File: src/rtl/pfma_pkg.sv
// ----------------------------------------------------------------------------
// Per-pixel frame moving average: shared definitions
// Sizes, register indexes, reset values and pipeline types of the block.
// ----------------------------------------------------------------------------
package pfma_pkg;

  localparam int MAX_PIXELS  = 1024;
  localparam int MAX_WINDOW  = 128;

  localparam int DATA_W      = 32;
  localparam int PIX_W       = $clog2(MAX_PIXELS);
  localparam int FRAME_W     = PIX_W + 1;
  localparam int WIN_W       = 8;
  localparam int WIN_IDX_W   = $clog2(MAX_WINDOW);

  localparam int HIST_ROW    = MAX_WINDOW + 1;
  localparam int HIST_DEPTH  = MAX_PIXELS * HIST_ROW;
  localparam int HIST_AW     = $clog2(HIST_DEPTH);

  localparam int FIFO_DEPTH  = 8;
  localparam int FIFO_AW     = $clog2(FIFO_DEPTH);
  localparam int OCC_W       = FIFO_AW + 1;
  localparam int FWD_DEPTH   = 4;

  localparam int IN_TDATA_W  = 32;
  localparam int OUT_TDATA_W = 48;
  localparam int CFG_AW      = 3;
  localparam int CFG_DW      = 32;

  localparam logic REG_WINDOW_LENGTH    = 1'b0;
  localparam logic REG_PIXELS_PER_FRAME = 1'b1;

  localparam logic [WIN_W-1:0]   WINDOW_LENGTH_RST    = 8'd100;
  localparam logic [FRAME_W-1:0] PIXELS_PER_FRAME_RST = 11'd1024;

  typedef struct packed {
    logic               last;
    logic [PIX_W-1:0]   pix;
    logic               neg;
    logic               inv;
    logic [HIST_AW-1:0] hwa;
    logic [HIST_AW-1:0] hra;
  } meta_t;

  typedef struct packed {
    logic              last;
    logic [PIX_W-1:0]  pix;
    logic [DATA_W-1:0] avg;
  } result_t;

endpackage

File: src/rtl/pfma_divider.sv
// ----------------------------------------------------------------------------
// Window divider
// Divides a 32-bit magnitude by the window length through a reciprocal
// multiply and one correction step, pipelined in recip_r, prod_r and q0_r.
// ----------------------------------------------------------------------------
module pfma_divider (
  input  logic                          clk,
  input  logic [pfma_pkg::DATA_W-1:0]   dividend,
  input  logic [pfma_pkg::WIN_W-1:0]    divisor,
  output logic [pfma_pkg::DATA_W-1:0]   quotient
);
  import pfma_pkg::*;

  logic [DATA_W-1:0]       recip_tab [MAX_WINDOW];
  logic [DATA_W-1:0]       recip_r;
  logic [2*DATA_W-1:0]     prod_r;
  logic [DATA_W-1:0]       dvd2_r;
  logic [DATA_W-1:0]       dvd3_r;
  logic [DATA_W-1:0]       q0_r;
  logic [DATA_W-1:0]       qw_r;
  logic [DATA_W+WIN_W-1:0] qw_full;
  logic [DATA_W-1:0]       rem;

  for (genvar gi = 0; gi < MAX_WINDOW; gi++) begin : g_recip
    localparam longint unsigned RecipVal = ((64'd1 << DATA_W) - 64'd1) / (gi + 1);
    assign recip_tab[gi] = DATA_W'(RecipVal);
  end

  assign qw_full  = (DATA_W+WIN_W)'(prod_r[2*DATA_W-1:DATA_W]) * (DATA_W+WIN_W)'(divisor);
  assign rem      = dvd3_r - qw_r;
  assign quotient = (rem >= DATA_W'(divisor)) ? q0_r + DATA_W'(1) : q0_r;

  always_ff @(posedge clk) begin
    recip_r <= recip_tab[WIN_IDX_W'(divisor - WIN_W'(1))];
    prod_r  <= (2*DATA_W)'(dividend) * (2*DATA_W)'(recip_r);
    dvd2_r  <= dividend;
    q0_r    <= prod_r[2*DATA_W-1:DATA_W];
    qw_r    <= qw_full[DATA_W-1:0];
    dvd3_r  <= dvd2_r;
  end

endmodule

File: config.mk
export PLATFORM = sky130hd
export DESIGN_NAME = pfma_divider
export DESIGN_NICKNAME = d
export VERILOG_FILES = /design/src/rtl/pfma_pkg.sv /design/src/rtl/pfma_divider.sv
export SDC_FILE = /design/constraint.sdc
export NUM_CORES = 2
export LEC_CHECK = 0
export BUFFER_PORTS_ARGS = -buffer_cell sky130_fd_sc_hd__buf_2
export CORE_ASPECT_RATIO = 1.5
export CORE_MARGIN = 8
export CORE_UTILIZATION = 50
export CTS_BUF_LIST = sky130_fd_sc_hd__clkbuf_16
export DETAILED_ROUTE_END_ITERATION = 16
export PLACE_DENSITY_LB_ADDON = 0.25
export SYNTH_ARGS = -nofsm -noshare
export SYNTH_HDL_FRONTEND = slang
export SYNTH_SLANG_ARGS = --single-unit
File: constraint.sdc
create_clock -name clk -period 22.9 [get_ports clk]
set_input_delay 4.58 -clock clk [delete_from_list [all_inputs] [get_ports clk]]
set_output_delay 4.58 -clock clk [all_outputs]
set_load 0.02 [all_outputs]
# ---- Word level (Yosys, flattened, before mapping)
# Memory sizes are Yosys's and may differ from the RTL's. A register that Yosys moved wholly into a read port is not among the register bits.
# Cells that the tools add are included.
dict set report word_totals {
  word_cells 14
  out_inout_bits 32
  register_bits 192
  mem_count 1
  romBits 4096
}
# memory words word_bits read_ports rd_ports_with_merged_regs write_ports line_no
set memory_table {}
lappend memory_table {{(no name shown)} 128 32 1 1 0 pfma_divider.sv:34} ;# recip_r <= recip_tab[WIN_IDX_W'(divisor - WIN_W'(1))];
dict set report classes {
  n_lt_le_gt_ge 1
  mul 2
  n_addsub 3
  bitwise 1
  muxes 1
}
# operator count
set op_table {}
lappend op_table {{32-bit by 32-bit multiplier with 64-bit output} 1}
lappend op_table {{32-bit by 1-bit adder with 32-bit output, second input constant} 1}
lappend op_table {{32-bit by 8-bit >= comparator with 1-bit output} 1}
lappend op_table {{32-bit by 8-bit multiplier with 32-bit output} 1}
lappend op_table {{32-bit 2-to-1 mux} 1}
lappend op_table {{32-bit subtractor} 1}
lappend op_table {{7-bit NOT with 8-bit output} 1}
lappend op_table {{7-bit by 1-bit subtractor with 7-bit output, second input constant} 1}

# ---- Depth between registers and ports, before layout
dict set report depth {
  ltp_word 3
  ltp_mapped 28
  mapped_depth_nobuf 27
}

# ---- Least setup slack after synthesis
# No wires, ideal clock.
dict set report synth_timing {
  path_type {input-to-output}
  startpoint {in divisor[7] (netlist name)}
  endpoint {out quotient[0] (netlist name)}
  cell_stages 15
  t_arrival_ps 7363
  path_slack_ps 10957
  path_buffers 3
  cell_sequence {clkbuf_1 clkbuf_1 inv_1 ha_1 inv_1 o22ai_1 a2111oi_0 o2111ai_1 a31oi_1 o311ai_0 nor4_1 nand4_1 nand4b_1 buf_2 xor2_1}
}
dict set report synth_between {
  elab_chain_len 2
}
# element line_no
set synth_rtl {}
lappend synth_rtl {{start, declared} pfma_divider.sv:9} ;# input logic [pfma_pkg::WIN_W-1:0] divisor,
lappend synth_rtl {{32-bit by 8-bit >= comparator with 1-bit output} pfma_divider.sv:31} ;# assign quotient = (rem >= DATA_W'(divisor)) ? q0_r + DATA_W'(1) : q0_r;
lappend synth_rtl {{32-bit 2-to-1 mux} pfma_divider.sv:31}
lappend synth_rtl {{end, declared} pfma_divider.sv:10} ;# output logic [pfma_pkg::DATA_W-1:0] quotient
# Every way passes these cells.

# ---- Worst setup path in the final report
dict set report layout_timing {
  startpoint {in divisor[6] (netlist name)}
  endpoint {out quotient[11] (netlist name)}
}
# The elaborated chain is that of the path after synthesis.

==> results.toml <==
[routing]
drc = 0
drt_wl_total_um = 163000
viasPerCell = 5.86
firstDrtPassIters = 6
ant_nets = 0
vias = 39881
wl_per_cell_um = 24.0
initialDrtViolationCount = 3378

[worst_setup_path]
reg2reg_from = "recip_r[9]"
crit_required_ns = 18.32
startpoint_type = "input port"
crit_path_end_kind = "output port"
r2r_slack_ns = 13.79
crit_chain = "buf_2 > buf_4 > inv_1 > ha_1 > a21oi_1 > o22ai_1 > a2111oi_0 > o2111ai_1 > a31oi_1 > o311ai_0 > nor4_1 > nand4_1 > nand4b_1 > buf_4 > nand4_1 > xnor2_1 > buf_2"
worstRegToRegCells = 23
r2r_end = "prod_r[59]"
arrival_ns = 8.43
cp_slowest_cell = "a2111oi_0"
path_class = "input port to output port"
max_stage_delay_ns = 0.48
path_max_fanout = 32

[global_route]
grt_max_degree = 72
grt_pass1_wl_um = 253000
track_usage_pct = 30.4
grt_pass1_vias = 43209
grt_antenna_before_repair = 14
grt_remaining_overflow = 0

[synthesis]
ys_seq_area_share_pct = 7.78
syn_avg_cell_area_um2 = 8.71
ys_ff_latch = 192
synth_edf_count = 0
async_flop_share_pct = 0
ys.flop_type = "dfxtp_1"
synth_top_area_share_pct = 42.6
synth.area.top_cells = "fa_1, ha_1, and2_1"
synth_cell_type_count = 69
yosysMostFrequentCell = "fa_1"
yosysWarningCount = 0
syn_area_um2 = 49400
synth_nets = 7121
synth_top_cell_by_area = "fa_1"
synthCells = 5669
synth_common_cells = "fa_1, inv_1, nand2_1"

[finish]
layout.nets = 6942
post_route_cells_drive_above_1_share_pct = 3.74
areaGrowthSynthToFinish_pct = 3.93

[sta]
timing.fmax_mhz = 76.9
min_period_ns = 13.01
skew_ns = 0.0285
timing.slew.headroom_pct = 15.5
rsz0062_at_grt = "no"
setup_viol = 0
tightest_slew_ns = 1.25
maxSlewViolCount = 0
final_hold_viol_count = 0
post-route-period-util_pct = 56.8
fin_setup_tns_ns = 0

[clock_network]
tritoncts = "built"
clockBufferDepth = 2
clk_pin_slew_ns = 0.10
ctsHoldBuffers = 0
cts_root_buffer = "clkbuf_16"
clock_sinks = 192
numCtsBuffers = 17
ctsResizeCount = 0
worst_skew_pair.late_latency_ns = 0.52
ctsHtreeMaxLevel = 4
post_cts_buffers = 0

[floorplan]
die_x_um = 273
num_rows = 141
io_pins = 73
die_area_um2 = 109000
initial_core_util_pct = 50.3
coreArea_um2 = 98300
die_height_um = 401

[worst_hold_path]
hold_class = "flip-flop to flip-flop"
hp-start = "dvd2_r[13]"
hold_depth = 0
worstHoldEndpoint = "dvd3_r[13]"

[placement]
detailed_place_hpwl_um = 121000
gp_congestion = 1.09
numPortBuffers = 72

[outcome]
status = "complete, no violations"

[job]
cap_viol_max_count = 0
-- layer usage --
| metal | wire, µm | track usage, % | up-vias |
|---|---|---|---|
| met5 | 46 | 0 | - |
| li1 | - | - | 17022 |
| met4 | 14700 | 22.7 | 6 |
| met1 | 55400 | 32.6 | 20262 |
| met3 | 11300 | 6.13 | 742 |
| met2 | 81900 | 52.4 | 1849 |
-- logic make-up (layout without fill, tap and decap cells) --
family,Yosys count,count (layout),synth area share (%)
AO/OA/AOI/OAI,681,681,8.83
XOR/XNOR,122,122,2.16
adder cells (fa/ha/maj),1411,1411,51.7
buffers and inverters,1377,1211,10.5
flip-flops,192,192,7.78
multiplexers,4,4,0.137
other,0,10,0
AND/OR/NAND/NOR,1882,1882,18.9
-- state kept, by name, indices dropped and copies added, names as in the netlist --
register and count:
recip_r 32, dvd2_r 32, prod_r 32, q0_r 32, dvd3_r 32, qw_r 32
-- worst max-delay path, delay by kind of cell --
kind / cells / cell delay, ns
AOI/OAI and AO/OA: 6 / 1.26
buffers and inverters: 5 / 1.24
xor gates and xnor gates: 1 / 0.13
and+or+nand+nor: 4 / 0.78
adders and majority gates: 1 / 0.38
-- placed cells by master, fill, tap and decap left out, drive strengths merged, types with 22 or more instances in the layout --
master	count
a211oi	38
a21o	35
a21oi	194
a31oi	46
and2	712
and3	26
buf	141
dfxtp	192
fa	1052
ha	359
inv	1045
nand2	738
nand2b	22
nand3	63
nand4	26
nor2	194
nor3	54
o211ai	22
o21a	23
o21ai	151
xnor2	96
xor2	26
-- area by class of cell --
class / instances / area, µm²
timing repair buffer: 141 / 878
clock inverter: 15 / 199
multi-input combinational: 4100 / 40500
tap: 1287 / 1610
sequential: 192 / 3850
clock buffer: 17 / 425
fill: 9189 / 46900
inverter: 1038 / 3900
antenna: 10 / 25.0
-- metrics by stage --
step	cells	cell area, µm²	setup WS, ns	hold slack (ns)	util (%)
floorplan	5669	49400	10.96	0.310	-
global placement	6758	50700	9.74	0.310	51.6
detailed placement	6758	50700	9.60	0.312	51.6
CTS	6790	51300	10.01	0.315	52.2
global route	6790	51300	9.61	0.313	52.2
finish	6800	51300	9.89	0.307	52.2
-- how the worst max path moves through the flow --
| stage | from | end | slack, ns |
|---|---|---|---|
| floorplan | divisor[7] | quotient[0] | 10.96 |
| finish | divisor[6] | quotient[11] | 9.89 |
| CTS | divisor[1] | quotient[11] | 10.01 |
| global placement | dividend[18] | prod_r[61] | 9.74 |
| detailed placement | dividend[11] | prod_r[59] | 9.60 |
| global route | divisor[1] | quotient[22] | 9.61 |
Power is not shown: default switching activity piles up to over one toggle a cycle in this logic, so the estimate is an artifact.
